[config.mk]
export PLATFORM = sky130hd
export DESIGN_NAME = base_relocation_parser
export DESIGN_NICKNAME = d
export VERILOG_FILES = /design/src/sv/brp_pkg.sv /design/src/sv/brp_parse_core.sv /design/src/sv/brp_result_fifo.sv /design/src/sv/base_relocation_parser.sv
export VERILOG_INCLUDE_DIRS = /design/src /design/src/sv
export SDC_FILE = /design/constraint.sdc
export NUM_CORES = 1
export LEC_CHECK = 0
export BUFFER_PORTS_ARGS = -buffer_cell sky130_fd_sc_hd__buf_4
export CORE_ASPECT_RATIO = 0.5
export CORE_MARGIN = 2
export CORE_UTILIZATION = 66
export DETAILED_ROUTE_END_ITERATION = 12
export HOLD_SLACK_MARGIN = 0.08
export PLACE_DENSITY = 0.83
export RECOVER_POWER = 50
export SYNTH_ARGS = -nofsm -noshare
export SYNTH_HDL_FRONTEND = slang
export SYNTH_SLANG_ARGS = --single-unit
[constraint.sdc]
create_clock -name clock -period 16.23 [get_ports clock]
set_input_delay 3.246 -clock clock [delete_from_list [all_inputs] [get_ports clock]]
set_output_delay 3.246 -clock clock [all_outputs]
set_load 0.05 [all_outputs]
[src/sv/base_relocation_parser_defines.svh]
// ---------------------------------------------------------------------------
// Base relocation parser assertion macros
// Shared concurrent assertion forms for the parser RTL.
// ---------------------------------------------------------------------------
`ifndef BASE_RELOCATION_PARSER_DEFINES_SVH
`define BASE_RELOCATION_PARSER_DEFINES_SVH

// same-cycle implication, disabled during reset
`define BRP_ASSERT_IMPLY(label, clk, rst, ante, cons) \
   label: assert property (@(posedge clk) disable iff (rst) (ante) |-> (cons)) \
      else $error("brp assertion failed");

// next-cycle implication, disabled during reset
`define BRP_ASSERT_NEXT(label, clk, rst, ante, cons) \
   label: assert property (@(posedge clk) disable iff (rst) (ante) |=> (cons)) \
      else $error("brp assertion failed");

`endif

[src/sv/brp_pkg.sv]
// ---------------------------------------------------------------------------
// Base relocation parser package
// Types, codes and constants shared by the parser modules.
// ---------------------------------------------------------------------------
package brp_pkg;

   localparam logic [15:0] TypeMask   = 16'hF000;
   localparam logic [15:0] TypeDir64  = 16'hA000;
   localparam logic [15:0] OffsetMask = 16'h0FFF;

   localparam logic [1:0] KindEntry     = 2'd0;
   localparam logic [1:0] KindEnd       = 2'd1;
   localparam logic [1:0] KindBad       = 2'd2;
   localparam logic [1:0] KindExhausted = 2'd3;

   localparam int FifoDepth   = 4;
   localparam int FifoPtrBits = $clog2(FifoDepth);
   localparam int FifoCntBits = $clog2(FifoDepth + 1);

   localparam int CsrAddrBits = 2;
   localparam logic [CsrAddrBits-1:0] CsrAddrDirSize = '0;

   typedef enum logic [5:0] {
      PhPageLo = 6'b000001,
      PhPageHi = 6'b000010,
      PhSizeLo = 6'b000100,
      PhSizeHi = 6'b001000,
      PhEntry  = 6'b010000,
      PhDone   = 6'b100000
   } phase_type;

   typedef struct packed {
      logic [15:0] half_word;
      logic        table_start;
      logic        data_final;
   } req_item_type;

   typedef struct packed {
      logic [31:0] target_address;
      logic [1:0]  result_kind;
      logic        run_last;
   } rsp_item_type;

   typedef struct packed {
      logic [1:0]   count;
      rsp_item_type first;
      rsp_item_type second;
   } step_type;

endpackage

[src/sv/brp_parse_core.sv]
// ---------------------------------------------------------------------------
// Base relocation parser core
// Parse state and the combinational step that turns one halfword into up to
// two results.
// ---------------------------------------------------------------------------
`include "base_relocation_parser_defines.svh"

module brp_parse_core (
   input  logic                  clock,
   input  logic                  reset,
   input  logic                  fire,
   input  brp_pkg::req_item_type item,
   input  logic [31:0]           directory_size,
   output brp_pkg::step_type     step
);

   brp_pkg::phase_type phase_ff, phase_in, phase_cur;
   logic [31:0] page_ff, page_in, page_cur;
   logic [30:0] entries_ff, entries_in, entries_cur, entries_dec;
   logic [31:0] bytes_ff, bytes_in, bytes_cur, bytes_step;
   logic [15:0] hlow_ff, hlow_in, hlow_cur;
   logic [31:0] size_word;
   logic [31:0] entry_addr;
   logic        has_entry;
   logic        has_term;
   logic [1:0]  term_kind;
   brp_pkg::rsp_item_type entry_res, term_res;

   assign size_word   = {item.half_word, hlow_cur};
   assign bytes_step  = (bytes_cur <= 32'hFFFF_FFFD) ? bytes_cur + 32'd2 : 32'hFFFF_FFFF;
   assign entries_dec = entries_cur - 31'd1;
   assign entry_addr  = page_cur + {16'd0, item.half_word & brp_pkg::OffsetMask};

   always_comb begin
      phase_cur   = item.table_start ? brp_pkg::PhPageLo : phase_ff;
      page_cur    = item.table_start ? 32'd0 : page_ff;
      entries_cur = item.table_start ? 31'd0 : entries_ff;
      bytes_cur   = item.table_start ? 32'd0 : bytes_ff;
      hlow_cur    = item.table_start ? 16'd0 : hlow_ff;

      phase_in   = phase_cur;
      page_in    = page_cur;
      entries_in = entries_cur;
      bytes_in   = bytes_cur;
      hlow_in    = hlow_cur;
      has_entry  = 1'b0;
      has_term   = 1'b0;
      term_kind  = brp_pkg::KindEnd;

      if (phase_cur != brp_pkg::PhDone) begin
         if (phase_cur == brp_pkg::PhPageLo && bytes_cur >= directory_size) begin
            has_term = 1'b1;
         end else begin
            bytes_in = bytes_step;
            case (phase_cur)
               brp_pkg::PhPageLo: begin
                  hlow_in  = item.half_word;
                  phase_in = brp_pkg::PhPageHi;
               end
               brp_pkg::PhPageHi: begin
                  page_in  = {item.half_word, hlow_cur};
                  phase_in = brp_pkg::PhSizeLo;
               end
               brp_pkg::PhSizeLo: begin
                  hlow_in  = item.half_word;
                  phase_in = brp_pkg::PhSizeHi;
               end
               brp_pkg::PhSizeHi: begin
                  if (size_word == 32'd0 || page_cur == 32'd0) begin
                     has_term = 1'b1;
                  end else if (size_word[0] || size_word < 32'd8) begin
                     has_term  = 1'b1;
                     term_kind = brp_pkg::KindBad;
                  end else begin
                     entries_in = size_word[31:1] - 31'd4;
                     if (size_word == 32'd8) begin
                        phase_in = brp_pkg::PhPageLo;
                        has_term = (bytes_step >= directory_size);
                     end else begin
                        phase_in = brp_pkg::PhEntry;
                     end
                  end
               end
               brp_pkg::PhEntry: begin
                  has_entry  = ((item.half_word & brp_pkg::TypeMask) == brp_pkg::TypeDir64);
                  entries_in = entries_dec;
                  if (entries_dec == 31'd0) begin
                     phase_in = brp_pkg::PhPageLo;
                     has_term = (bytes_step >= directory_size);
                  end
               end
               default: begin
                  phase_in = brp_pkg::PhDone;
               end
            endcase
         end
         if (!has_term && item.data_final) begin
            has_term  = 1'b1;
            term_kind = brp_pkg::KindExhausted;
         end
         if (has_term) begin
            phase_in = brp_pkg::PhDone;
         end
      end
   end

   always_comb begin
      entry_res.target_address = entry_addr;
      entry_res.result_kind    = brp_pkg::KindEntry;
      entry_res.run_last       = !has_term;
      term_res.target_address  = 32'd0;
      term_res.result_kind     = term_kind;
      term_res.run_last        = 1'b1;
      step.count  = {1'b0, has_entry} + {1'b0, has_term};
      step.first  = has_entry ? entry_res : term_res;
      step.second = term_res;
   end

   always_ff @(posedge clock) begin
      if (reset) begin
         phase_ff   <= brp_pkg::PhPageLo;
         page_ff    <= '0;
         entries_ff <= '0;
         bytes_ff   <= '0;
         hlow_ff    <= '0;
      end else if (fire) begin
         phase_ff   <= phase_in;
         page_ff    <= page_in;
         entries_ff <= entries_in;
         bytes_ff   <= bytes_in;
         hlow_ff    <= hlow_in;
      end
   end

   `BRP_ASSERT_NEXT(a_end_parks, clock, reset, fire && has_term, phase_ff == brp_pkg::PhDone)
   `BRP_ASSERT_IMPLY(a_done_silent, clock, reset, !item.table_start && phase_ff == brp_pkg::PhDone, step.count == 2'd0)
   `BRP_ASSERT_IMPLY(a_entry_phase, clock, reset, has_entry, phase_cur == brp_pkg::PhEntry)

endmodule

[src/sv/brp_result_fifo.sv]
// ---------------------------------------------------------------------------
// Base relocation parser result queue
// Register queue: takes up to two results a cycle, hands one out unless stalled.
// ---------------------------------------------------------------------------
`include "base_relocation_parser_defines.svh"

module brp_result_fifo (
   input  logic                  clock,
   input  logic                  reset,
   input  logic                  push_en,
   input  brp_pkg::step_type     push,
   output logic                  room,
   output logic                  rsp_valid,
   input  logic                  rsp_stall,
   output brp_pkg::rsp_item_type rsp_item
);

   brp_pkg::rsp_item_type mem_ff [brp_pkg::FifoDepth];
   logic [brp_pkg::FifoPtrBits-1:0] wr_ptr_ff, wr_ptr_in, wr_ptr_nx;
   logic [brp_pkg::FifoPtrBits-1:0] rd_ptr_ff, rd_ptr_in;
   logic [brp_pkg::FifoCntBits-1:0] count_ff, count_in;
   logic [1:0] push_cnt;
   logic       pop_en;

   assign push_cnt  = push_en ? push.count : 2'd0;
   assign rsp_valid = (count_ff != '0);
   assign rsp_item  = mem_ff[rd_ptr_ff];
   assign pop_en    = rsp_valid && !rsp_stall;
   assign room      = (count_ff <= brp_pkg::FifoCntBits'(brp_pkg::FifoDepth - 2));
   assign wr_ptr_nx = wr_ptr_ff + brp_pkg::FifoPtrBits'(1);
   assign wr_ptr_in = wr_ptr_ff + brp_pkg::FifoPtrBits'(push_cnt);
   assign rd_ptr_in = rd_ptr_ff + brp_pkg::FifoPtrBits'(pop_en);
   assign count_in  = count_ff + brp_pkg::FifoCntBits'(push_cnt)
                      - brp_pkg::FifoCntBits'(pop_en);

   always_ff @(posedge clock) begin
      if (push_cnt != 2'd0) begin
         mem_ff[wr_ptr_ff] <= push.first;
      end
      if (push_cnt == 2'd2) begin
         mem_ff[wr_ptr_nx] <= push.second;
      end
   end

   always_ff @(posedge clock) begin
      if (reset) begin
         wr_ptr_ff <= '0;
         rd_ptr_ff <= '0;
         count_ff  <= '0;
      end else begin
         wr_ptr_ff <= wr_ptr_in;
         rd_ptr_ff <= rd_ptr_in;
         count_ff  <= count_in;
      end
   end

   `BRP_ASSERT_IMPLY(a_no_overfill, clock, reset, push_cnt != 2'd0, room)
   `BRP_ASSERT_NEXT(a_count_track, clock, reset, pop_en && push_cnt == 2'd0, count_ff == $past(count_ff) - 1)

endmodule

[src/sv/base_relocation_parser.sv]
// ---------------------------------------------------------------------------
// Base relocation parser
// Parses a relocation table streamed as halfwords and reports 64-bit fixups
// and the reason the table ended.
// ---------------------------------------------------------------------------
// Results: a halfword is held in the input register, then its results are written
//   to the result queue and offered on rsp from there.
// Throughput: one halfword per cycle; the input register waits while the
//   four-entry result queue has fewer than two free slots.
// Reset: synchronous; clears parse state, the queue and directory_size.
// ---------------------------------------------------------------------------
module base_relocation_parser (
   input  logic                                clock,
   input  logic                                reset,
   input  logic                                req_valid,
   output logic                                req_stall,
   input  brp_pkg::req_item_type               req_item,
   output logic                                rsp_valid,
   input  logic                                rsp_stall,
   output brp_pkg::rsp_item_type               rsp_item,
   input  logic                                csr_psel,
   input  logic                                csr_penable,
   input  logic                                csr_pwrite,
   input  logic [brp_pkg::CsrAddrBits-1:0]     csr_paddr,
   input  logic [31:0]                         csr_pwdata,
   output logic [31:0]                         csr_prdata,
   output logic                                csr_pready
);

   brp_pkg::req_item_type item_ff;
   logic                  in_valid_ff, in_valid_in;
   logic [31:0]           dir_size_ff;
   logic                  accept;
   logic                  advance;
   logic                  room;
   brp_pkg::step_type     step;

   assign csr_pready = 1'b1;
   assign csr_prdata = (csr_paddr == brp_pkg::CsrAddrDirSize) ? dir_size_ff : 32'd0;

   assign advance     = in_valid_ff && room;
   assign req_stall   = in_valid_ff && !room;
   assign accept      = req_valid && !req_stall;
   assign in_valid_in = accept || (in_valid_ff && !advance);

   always_ff @(posedge clock) begin
      if (reset) begin
         in_valid_ff <= 1'b0;
         dir_size_ff <= '0;
      end else begin
         in_valid_ff <= in_valid_in;
         if (csr_psel && csr_penable && csr_pwrite && csr_pready
             && csr_paddr == brp_pkg::CsrAddrDirSize) begin
            dir_size_ff <= csr_pwdata;
         end
      end
   end

   always_ff @(posedge clock) begin
      if (accept) begin
         item_ff <= req_item;
      end
   end

   brp_parse_core u_core (
      .clock          (clock),
      .reset          (reset),
      .fire           (advance),
      .item           (item_ff),
      .directory_size (dir_size_ff),
      .step           (step)
   );

   brp_result_fifo u_fifo (
      .clock     (clock),
      .reset     (reset),
      .push_en   (advance),
      .push      (step),
      .room      (room),
      .rsp_valid (rsp_valid),
      .rsp_stall (rsp_stall),
      .rsp_item  (rsp_item)
   );

endmodule
* Word-level counts from Yosys, hierarchy flattened *
Memory sizes are Yosys's and may differ from the RTL's. A register that Yosys moved wholly into a read port is not among the register bits.
Index checks and enable logic that the tools add are counted.

storage, ports and cells
  register bits after elaboration = 175
  input port bits = 59
  memory bits (writable) = 140
  output and inout bits = 70
  word-level logic and storage cells = 118
  memories kept = 1

operators by class
  $lt $le $gt $ge = 5
  equal/unequal tests = 9
  multiplexer cells = 54
  add/sub/neg operators = 10
  reduce and logical (&&, ||, !) cells = 26

memory list
  name           depth  bits a word  rd ports  clocked after Yosys merged registers in  wr ports  line                   RTL
  u_fifo.mem_ff  4      35           1         1                                        2         brp_result_fifo.sv:18  brp_pkg::rsp_item_type mem_ff [brp_pkg::FifoDepth];

operators by type and width
  cell                                                                           number
  32-bit 2-to-1 mux                                                              9
  31-bit 2-to-1 mux                                                              5
  32-bit >= comparator                                                           2
  32-bit zero test                                                               2
  16-bit 2-to-1 mux                                                              4
  31-bit case mux with 2 select lines                                            1
  6-bit 2-to-1 mux                                                               7
  35-bit 2-to-1 mux                                                              1
  32-bit by 12-bit adder with 32-bit output                                      1
  32-bit by 2-bit adder with 32-bit output, second input constant                1
  32-bit by 4-bit == test with 1-bit output, second input constant               1
  32-bit less-or-equal comparator, second input constant                         1
  32-bit by 4-bit less-than comparator with 1-bit output, second input constant  1
  31-bit zero test                                                               1
  31-bit by 1-bit subtractor with 31-bit output, second input constant           1
  31-bit by 3-bit subtractor with 31-bit output, second input constant           1
  6-bit case mux with 5 select lines                                             1
  1-bit 2-to-1 mux                                                               16
  2-bit 2-to-1 mux                                                               8
  1-bit logical AND                                                              10
  6-bit by 1-bit == test with 1-bit output, second input constant                1
  6-bit by 2-bit == test with 1-bit output, second input constant                1
  6-bit by 3-bit == test with 1-bit output, second input constant                1
  6-bit by 4-bit == test with 1-bit output, second input constant                1
  19 further kinds                                                               26

* Depth between registers and ports, before layout *
Gate-level depths: netlist of the first run.

  depth after elaboration = 20
  depth in mapped cells = 33
  gate-level depth less buffers = 27

* By module *
Synthesis of the first run repeated with hierarchy kept, for this count alone.

second synthesis, totals
  cells, all modules = 1970
  area total of the unflattened synthesis = 19974.2 um^2

modules (own cells, without submodules)
  module                  cells each  sequential area each (um^2)  times used  area an instance (um^2)
  brp_parse_core          1377        2342.2                       1           10336.2
  brp_result_fifo         391         4344.2                       1           7340.8
  base_relocation_parser  202         1201.2                       1           2297.2

* Worst setup path before layout of the first run *
OpenSTA, ideal clock, no wires.

  path type = in2out
  start point = input port csr_paddr[1] in the netlist's numbering
  end point = output port csr_prdata[10]
  stages = 2
  path slack = 8.452 ns
  data arrival time = 4.532 ns
  cells stage by stage = clkbuf_1 -> nor3_1

on the way
  word-level cells in the longest chain between the ends = 2

RTL lines
  item                line                          RTL
  start: declaration  base_relocation_parser.sv:24  input logic [brp_pkg::CsrAddrBits-1:0] csr_paddr,
  2-bit zero test     base_relocation_parser.sv:39  assign csr_prdata = (csr_paddr == brp_pkg::CsrAddrDirSize) ? dir_size_ff : 32'd0;
  32-bit 2-to-1 mux   base_relocation_parser.sv:39
  end: declaration    base_relocation_parser.sv:26  output logic [31:0] csr_prdata,

No other way between the ends.

==> summary.txt, run 1 <==
Run status
  – Status: finished with violations
  – Failing checks: capacitance limit, slew limit

Route
  – Avg WL per Cell: between 15 and 20 um
  – Iter 0 DRT Violations: about 1.8k
  – Met1 wire length: roughly 20 mm
  – Top sig layer: met4
  – Routed WL: approximately 48 mm
  – Detail Route met3 WL: roughly 3.7 mm
  – Via/cell ratio: approximately 6.5
  – DR WL met2: 21.9 mm
  – Post-DRT Antenna Nets: 0
  – Initial DRT Pass Iterations: 7
  – Post-route DRC: 0
  – DR vias: 15.8k

Power and ir drop
  – Reg power frac: between 40% and 50%
  – Leakage: between 7 and 8 nW
  – Sw frac: 29.8%
  – Internal: roughly 0.0013 W
  – Pwr Density: between 90 and 100 mW/mm2
  – Clock share of power: between 30 and 40%
  – Net Switching: about 0.00056 W
  – Worst VDD drop: roughly 0.000080 V
  – Gate power share: between 15 and 20%
  – Final Power: approximately 0.0019 W

STA
  – F_max: between 90 and 100 MHz
  – Final cycle utilization of the critical path: between 60% and 70%
  – Hold slack: about 0.45 ns
  – Fin worst setup slack: a little over 6 ns
  – Max Slew Vio Count: 300
  – Slew margin rel.: -102%
  – RSZ-0062 raised after global routing: false
  – Max Clock Skew: roughly 0.011 ns
  – Final Hold Viols: 0
  – Setup violators final: 0
  – Setup_tns: 0 ns
  – Fin crit period: 10.00 ns
  – Tightest Pin Transition: ~3.0 ns

Critical path
  – Worst Path Class, Setup: flip-flop to flip-flop
  – R2R cell count: 24
  – CP max FO: 63
  – Worst Path Arrival: between 10 and 15 ns
  – Worst EP required: 16.72 ns
  – CP Capture Type: flip-flop
  – Crit start category: flip-flop

Global routing
  – Antenna violations before repair: 0
  – Gr ovfl total: 0
  – Number of global-route vias before repair: around 15k
  – Largest net degree at the start of global routing: 64
  – First-pass GRT wire length: 76.6 mm
  – Tot GR Track Use: around a third

Yosys
  – Yosys warns: 0
  – Sequential share of the synthesized area: between 30% and 40%
  – Compound-Gate Fraction of Synth Area: 19.8%
  – Ys async rst share: 0%
  – Cells after synthesis: between 2k and 2.5k
  – Synth top area share: 33.6%
  – Post-synth EDFFs: 26
  – Main combinational cell family by area after synthesis: simple AND/OR/NAND/NOR gates
  – Simple-gate share of the synthesized area: a little over a fifth
  – Post-synthesis mux area share: 4.81%
  – Top cells by count, synth: dfxtp_1, nand2_1, o21ai_0
  – Post-synthesis xor/xnor area fraction: under 10%
  – Synth unique cells: 83
  – Post-Synthesis Cell Area: 0.0172 mm2
  – Area leader, netlist: dfxtp_1
  – Seq cells post-synth: 315
  – Synthesized Nets: approximately 2.2k
  – Synth Area per Inst: between 8 and 9 um2
  – Most common cell in the netlist: dfxtp_1
  – Ranking of synthesized cells by area: dfxtp_1, ha_1, nand2_1, o21ai_0, mux4_2
  – Top FF cell, synth: dfxtp_1
  – Adder-Cell Fraction of Synth Area: 6.55%

Clocking
  – Post-CTS Hold Buffers: 0
  – Clock root buffer: clkbuf_16
  – Maximum buffer depth of the clock tree: 3
  – Post-CTS resize count: 0
  – Reg clk slew, reported paths: approximately 0.07 ns
  – Clk Latency, worst-skew pair: a little under 0.6 ns
  – CTS sink count: 315
  – Num CTS Buffers: 29
  – Post-CTS setup buffer count: 0
  – TritonCTS clock tree: done
  – H-Tree Depth: 1

Layout
  – Share of cells above drive strength 1: approximately 11%
  – Nets: roughly 2.2k
  – Area Growth Syn to Fin: 11.5%
  – Design Area, Final: 0.0192 mm2
  – # diodes: 0

Hold path
  – Cells on Worst Hold Path: 2
  – Worst hold path type: flip-flop to flip-flop

Floorplanning
  – Area of the die: around 0.027 mm2
  – Row count: between 40 and 50
  – Die span in x: approximately 230 um
  – # IOs: 129
  – Height of the chip: 118 um
  – Initial Util: roughly two thirds
  – Core ar.: roughly 0.025 mm2

Place
  – GPL Wtd Cong: slightly below 1
  – Post-detail-place hpwl: approximately 33 mm
  – Input/output buffers: approximately 130
  – Placed cell area: 0.0184 mm2
  – DP Worst Slack: between 8 and 9 ns

Flow run
  – Max_cap viols: 7
worst max-delay path, stage by stage, from the launching register on:
cell and delay (ns):
edfxtp_1 0.75, clkbuf_1 2.05, clkinv_1 0.26, clkbuf_1 0.92, nand2_1 0.29, inv_1 0.11, and3_1 0.21, nand2_1 0.13
or3_1 0.44, o21ai_0 0.22, ha_1 0.44, a21o_1 0.16, a21o_1 0.16, a21oi_1 0.22, o2111ai_1 0.16, a21oi_1 0.15
o221ai_1 0.15, a211oi_1 0.55, a22oi_4 0.18, and2_1 0.30, ha_1 0.44, o21ai_1 0.20, nor3_1 0.60, nand2_1 0.48
o21ai_0 0.32
registers in the layout, summed over array words and instances (netlist names):
signal	cells
dir_size_ff	32
u_core.page_ff	32
u_core.hlow_ff	16
u_core.phase_ff	6
u_fifo.wr_ptr_ff	2
item_ff	18
u_core.entries_ff	31
u_fifo.mem_ff	140
u_core.bytes_ff	32
u_fifo.rd_ptr_ff	2
in_valid_ff	1
u_fifo.count_ff	3
path summary, 6_finish.rpt:
kind,start,to,slack [ns]
worst max register to register,item_ff[1]$_DFFE_PP_,u_fifo.mem_ff[0][17]$_SDFFE_PP0N_,6.23
worst max-delay path,item_ff[1]$_DFFE_PP_,u_fifo.mem_ff[0][17]$_SDFFE_PP0N_,6.23
worst min-delay path,u_fifo.mem_ff[2][8]$_SDFFE_PP0P_,u_fifo.mem_ff[2][8]$_SDFFE_PP0P_,0.45
worst min register to register,u_fifo.mem_ff[2][8]$_SDFFE_PP0P_,u_fifo.mem_ff[2][8]$_SDFFE_PP0P_,0.45
kinds of logic (layout without fill, tap and decap cells):
family | Yosys count | in the layout
mux | 39 | 39
buf+inv | 176 | 262
compound gates | 526 | 526
fa+ha+maj | 89 | 89
other cells | 1 | 1
simple gates | 773 | 773
flops | 315 | 315
xor+xnor | 99 | 99
area by class of cell:
class	count	area [um2]
Sequential cell	315	6570
Fill cell	1963	6230
Inverter	54	203
Multi-Input combinational cell	1527	10000
Tap cell	344	430
Timing Repair Buffer	154	1050
Clock inverter	14	168
Clock buffer	40	797
layout by cell type, fill, tap and decap left out, types with 6 or more instances in the layout:
| cell type | netlist | layout |
|---|---|---|
| dfxtp_1 | 289 | 288 |
| nand2_1 | 279 | 279 |
| o21ai_0 | 164 | 164 |
| nor2_1 | 155 | 152 |
| a21oi_1 | 115 | 114 |
| buf_4 | 2 | 106 |
| ha_1 | 87 | 87 |
| a22o_1 | 73 | 73 |
| nor3_1 | 64 | 64 |
| xnor2_1 | 59 | 59 |
| nor2b_1 | 55 | 55 |
| inv_1 | 53 | 53 |
| nand3_1 | 50 | 50 |
| a22oi_1 | 48 | 48 |
| xor2_1 | 40 | 40 |
| clkbuf_1 | 95 | 37 |
| mux4_2 | 35 | 35 |
| nor4_1 | 32 | 32 |
| a21o_1 | 29 | 29 |
| clkbuf_16 | 0 | 29 |
| nand4_1 | 26 | 26 |
| edfxtp_1 | 26 | 26 |
| clkbuf_4 | 0 | 19 |
| and3_1 | 15 | 15 |
| nand2b_1 | 15 | 15 |
| and2_1 | 13 | 13 |
| or4_1 | 13 | 13 |
| o22ai_1 | 11 | 11 |
| or3_1 | 10 | 10 |
| nor3b_1 | 9 | 9 |
| a31oi_1 | 9 | 8 |
| a211oi_1 | 8 | 8 |
| o211ai_1 | 7 | 7 |
| or2_2 | 6 | 6 |
| o2111ai_1 | 6 | 6 |
power groups by stage:
| stage | clock network, W | logic (W) | registers [W] |
|---|---|---|---|
| 6_report | 0.000709 | 0.000342 | 0.000834 |
| 5_1_grt | 0.000745 | 0.000369 | 0.000836 |
| 4_1_cts | 0.000711 | 0.000342 | 0.000833 |
| 3_5_place_dp | 0 | 0.000339 | 0.000850 |
| 3_3_place_gp | 0 | 0.000335 | 0.000850 |
| 2_1_floorplan | 0 | 0.000254 | 0.000837 |
through the flow:
step                utilization, %  cells
global route                  75.5   2448
detailed placement            72.2   2394
global placement              72.2   2394
CTS                           76.0   2448
finish                        75.5   2448
floorplan                        -   2018
layer usage:
layer / track usage, % / vias up
met5: 0 / -
met4: 13.7 / 0
met3: 5.55 / 156
met2: 55.3 / 736
met1: 45.1 / 7506
li1: - / 7425
Note: power is estimated with default switching activity, not from simulation.
==> inputs of run 2 (changes only) <==
--- a/config.mk
+++ b/config.mk
@@ -6,13 +6,14 @@
 export SDC_FILE = /design/constraint.sdc
 export NUM_CORES = 1
 export LEC_CHECK = 0
+export ABC_AREA = 1
 export BUFFER_PORTS_ARGS = -buffer_cell sky130_fd_sc_hd__buf_4
 export CORE_ASPECT_RATIO = 0.5
 export CORE_MARGIN = 2
-export CORE_UTILIZATION = 66
+export CORE_UTILIZATION = 56
 export DETAILED_ROUTE_END_ITERATION = 12
 export HOLD_SLACK_MARGIN = 0.08
-export PLACE_DENSITY = 0.83
+export PLACE_DENSITY = 0.74
 export RECOVER_POWER = 50
 export SYNTH_ARGS = -nofsm -noshare
 export SYNTH_HDL_FRONTEND = slang
==> constraint.sdc (replaced) <==
create_clock -name clock -period 8.05 [get_ports clock]
set_input_delay 1.61 -clock clock [delete_from_list [all_inputs] [get_ports clock]]
set_output_delay 1.61 -clock clock [all_outputs]
set_load 0.05 [all_outputs]
==> run 2 against run 1 <==
Against the previous run: the run still ends with capacitance limit, slew limit left; worst setup slack worse by 5.5 ns; core utilization shrank 13 points; cell area rose by 12%; hold slack better by 0.0015 ns; total power grew to 3.4 times the previous value; die area rose by 35%; final cell count rose by 42%; critical endpoint is now u_fifo.mem_ff[2][14]$_SDFFE_PP0P_; highest routed layer unchanged.
==> summary.txt, run 2 <==
Place
  – Post-detail-place hpwl: 39.5 mm (+20%)
  – Placed insts: 3,415 (+43%)
  – DP Worst Slack: 0.774 ns (-7.66 ns)
  – Input/output buffers: 127 (unchanged)
  – GPL Wtd Cong: 0.957 (-3.2%)

Flow run
  – Max_cap viols: 4 (-3)

Critical path
  – Worst Path Arrival: 7.83 ns (-2.66 ns)
  – Crit. Startpoint: item_ff[1]$_DFFE_PP_
  – CP dominant cell by count: nand2_1
  – R2R cell count: 38 (+58%)
  – Worst EP required: 8.58 ns (-8.14 ns)
  – RR Startpoint: item_ff[1]$_DFFE_PP_
  – Crit start category: flip-flop
  – CP max FO: 30 (-52%)
  – CP Capture Type: flip-flop
  – R2r setup slk: 0.75 ns (-5.48 ns)
  – Worst Path Class, Setup: flip-flop to flip-flop
  – FF-to-FF End: u_fifo.mem_ff[2][14]$_SDFFE_PP0P_
  – Critical Path Sink: u_fifo.mem_ff[2][14]$_SDFFE_PP0P_
  – Critical path's slowest cell: inv_1
  – CP max stage delay: 0.75 ns (-1.30 ns)

Power and ir drop
  – Worst VDD drop: 0.000262 V (+230%)
  – Final Power: 0.00633 W (+240%)
  – Leakage: 9.34 nW (+27%)
  – Pwr Density: 294 mW/mm2 (+200%)

Layout
  – # diodes: 0 (unchanged)
  – Max reg flops: 140 (unchanged)
  – Most frequent cells in the layout: nand2_1, nor2_1, inv_1
  – Most common cell after layout, fill and taps aside: nand2_1
  – Fill cells: 3,396 (+73%)
  – Share of cells above drive strength 1: 8.05% (-3.1 points)
  – Nets: 3,119 (+40%)
  – Fin cells: 3,469 (+42%)
  – Area Growth Syn to Fin: 8.78%
  – Largest Register: u_fifo.mem_ff

Yosys
  – Yosys warns: 0 (unchanged)
  – Area leader, netlist: dfxtp_1
  – Synth top area share: 29.2% (-4.4 points)
  – Compound-Gate Fraction of Synth Area: 22.6% (+2.9 points)
  – Cells after synthesis: 2,934 (+45%)
  – Top cells by count, synth: nand2_1, nor2_1, inv_1
  – Simple-gate share of the synthesized area: 25.5% (+3.8 points)
  – Synth unique cells: 60 (-28%)
  – Post-synth EDFFs: 26 (unchanged)
  – Synthesized Nets: 3,082 (+42%)
  – Ys async rst share: 0% (unchanged)
  – Synth Area per Inst: 6.75 um2 (-21%)
  – Sequential share of the synthesized area: 33.1% (-5.0 points)
  – Post-synthesis mux area share: 0% (-4.8 points)
  – Most common cell in the netlist: nand2_1
  – Main combinational cell family by area after synthesis: simple AND/OR/NAND/NOR gates
  – Ranking of synthesized cells by area: dfxtp_1, nand2_1, o21ai_0, nor2_1, inv_1
  – Post-synthesis xor/xnor area fraction: 2.30% (-2.7 points)
  – Seq cells post-synth: 315 (unchanged)
  – Adder-Cell Fraction of Synth Area: 5.70% (-0.85 points)
  – Post-Synthesis Cell Area: 0.0198 mm2 (+15%)
  – Top FF cell, synth: dfxtp_1

Clocking
  – Post-CTS resize count: 0 (unchanged)
  – Post-CTS setup buffer count: 0 (unchanged)
  – Post-CTS Hold Buffers: 0 (unchanged)
  – H-Tree Depth: 1 (unchanged)
  – Maximum buffer depth of the clock tree: 3 (unchanged)
  – Clock root buffer: clkbuf_16
  – Clk Latency, worst-skew pair: 0.61 ns (+0.02 ns)
  – Reg clk slew, reported paths: 0.07 ns (about the same)
  – Num CTS Buffers: 29 (unchanged)
  – TritonCTS clock tree: done
  – CTS sink count: 315 (unchanged)

Floorplanning
  – Height of the chip: 137 um (+16%)
  – Die span in x: 270 um (+16%)
  – Initial Util: 57.2% (-11 points)
  – Core ar.: 0.0347 mm2 (+36%)
  – Area of the die: 0.0370 mm2 (+35%)
  – # IOs: 129 (unchanged)
  – Row count: 48 (+17%)

STA
  – Tightest Pin Transition: 3.18 ns (+0.160 ns)
  – Slew margin rel.: -112% (-11 points)
  – RSZ-0062 raised after global routing: false
  – Fin worst setup slack: 0.755 ns (-5.48 ns)
  – Final Hold Viols: 0 (unchanged)
  – Hold slack: 0.455 ns (+0.00151 ns)
  – Final cycle utilization of the critical path: 90.6% (+29 points)
  – Max Slew Vio Count: 223 (-26%)
  – Setup_tns: 0 ns (unchanged)
  – Fin crit period: 7.30 ns (-2.70 ns)
  – Max Clock Skew: 0.0233 ns (+0.0123 ns)
  – Setup violators final: 0 (unchanged)
  – F_max: 137 MHz (+37%)

Route
  – Routed WL: 56.7 mm (+19%)
  – Initial DRT Pass Iterations: 5 (-2)
  – Post-route DRC: 0 (unchanged)
  – Post-DRT Antenna Nets: 0 (unchanged)
  – Iter 0 DRT Violations: 1,975 (+9.8%)
  – Via/cell ratio: 5.66 (-12%)
  – DR vias: 19.6k (+24%)
  – Avg WL per Cell: 16.3 um (-16%)

Global routing
  – First-pass GRT wire length: 91.0 mm (+19%)
  – Gr ovfl total: 0 (unchanged)
  – Number of global-route vias before repair: 18.0k (+20%)
  – Largest net degree at the start of global routing: 95 (+48%)
  – Antenna violations before repair: 0 (unchanged)
  – Tot GR Track Use: 30.0% (-3.9 points)

Run status
  – Status: finished with violations
  – Failing checks: capacitance limit, slew limit

Hold path
  – Worst hold path type: flip-flop to flip-flop
==> run 2: cell count changes in the layout (fill, tap and decap cells not counted), moves of 48 or more <==
cell	previous run	this run
nand2_1	279	508
o21ai_0	164	329
a22oi_1	48	0
nor2b_1	55	0
a21oi_1	114	246
xnor2_1	59	8
clkbuf_1	37	85
nor2_1	152	361
buf_4	106	56
inv_1	53	359
==> run 2: per-stage QoR <==
| stage | instance area, um2 | utilization (%) |
|---|---|---|
| 2_1_floorplan | 19800 | - |
| 3_3_place_gp | 20900 | 60.3 |
| 3_5_place_dp | 20900 | 60.3 |
| 4_1_cts | 21900 | 63.1 |
| 5_1_grt | 21600 | 62.2 |
| 6_report | 21600 | 62.2 |
==> run 2: per-layer routing <==
layer / wire length, um / GRT usage [%] / share of wire [%] / vias up
li1: - / - / - / 9816
met1: 25600 / 39.6 / 45 / 8998
met2: 25100 / 50.1 / 44 / 703
met3: 3990 / 4.46 / 7.0 / 126
met4: 1980 / 11.5 / 3.5 / 0
met5: 0 / 0 / 0 / -
==> run 2: worst min path at each step <==
stage | from | endpoint | slack [ns] | cells past startpoint
floorplan | u_fifo.mem_ff[1][27]$_SDFFE_PP0N_ | u_fifo.mem_ff[1][27]$_SDFFE_PP0N_ | 0.42 | 2
global placement | u_fifo.mem_ff[1][26]$_SDFFE_PP0N_ | u_fifo.mem_ff[1][26]$_SDFFE_PP0N_ | 0.43 | 2
detailed placement | u_fifo.mem_ff[2][10]$_SDFFE_PP0P_ | u_fifo.mem_ff[2][10]$_SDFFE_PP0P_ | 0.44 | 2
CTS | u_fifo.mem_ff[2][10]$_SDFFE_PP0P_ | u_fifo.mem_ff[2][10]$_SDFFE_PP0P_ | 0.46 | 2
global route | u_fifo.mem_ff[1][10]$_SDFFE_PP0N_ | u_fifo.mem_ff[1][10]$_SDFFE_PP0N_ | 0.46 | 2
finish | u_fifo.mem_ff[3][27]$_SDFFE_PP0N_ | u_fifo.mem_ff[3][27]$_SDFFE_PP0N_ | 0.45 | 2
==> run 2: cell type report <==
cell class	count	area, um2	share of cell area (%)
sequential	315	6570	30.5
inverter	384	1450	6.72
tap	475	594	2.76
clock inverter	8	61.3	0.284
clock buffer	46	892	4.14
multi-input combinational	2091	11100	51.7
timing repair buffer	150	841	3.90
==> run 2: kinds of logic after synthesis <==
logic type               count (synthesis)
AND/OR/NAND/NOR                       1153
AO/OA/AOI/OAI                          796
buffers and inverters                  528
flip-flops                             315
adder cells (fa/ha/maj)                 89
XOR/XNOR                                52
other                                    1
==> run 2: power by group <==
part / internal (W) / switching (W) / total, W / leakage (nW)
sequential: 0.00176 / 0.000114 / 0.00187 / 2.60
clock: 0.000765 / 0.000651 / 0.00142 / 0.469
combinational: 0.000802 / 0.00224 / 0.00305 / 6.27
total: 0.00332 / 0.00301 / 0.00633 / 9.34
==> run 2: worst max-delay path, delay by kind of cell (launching register included) <==
kind	cells	cell delay [ns]
AO/OA/AOI/OAI	2	0.42
adder cells (fa/ha/maj)	3	0.79
buffers and inverters	6	1.76
flip-flops	1	0.41
AND/OR/NAND/NOR	27	3.82
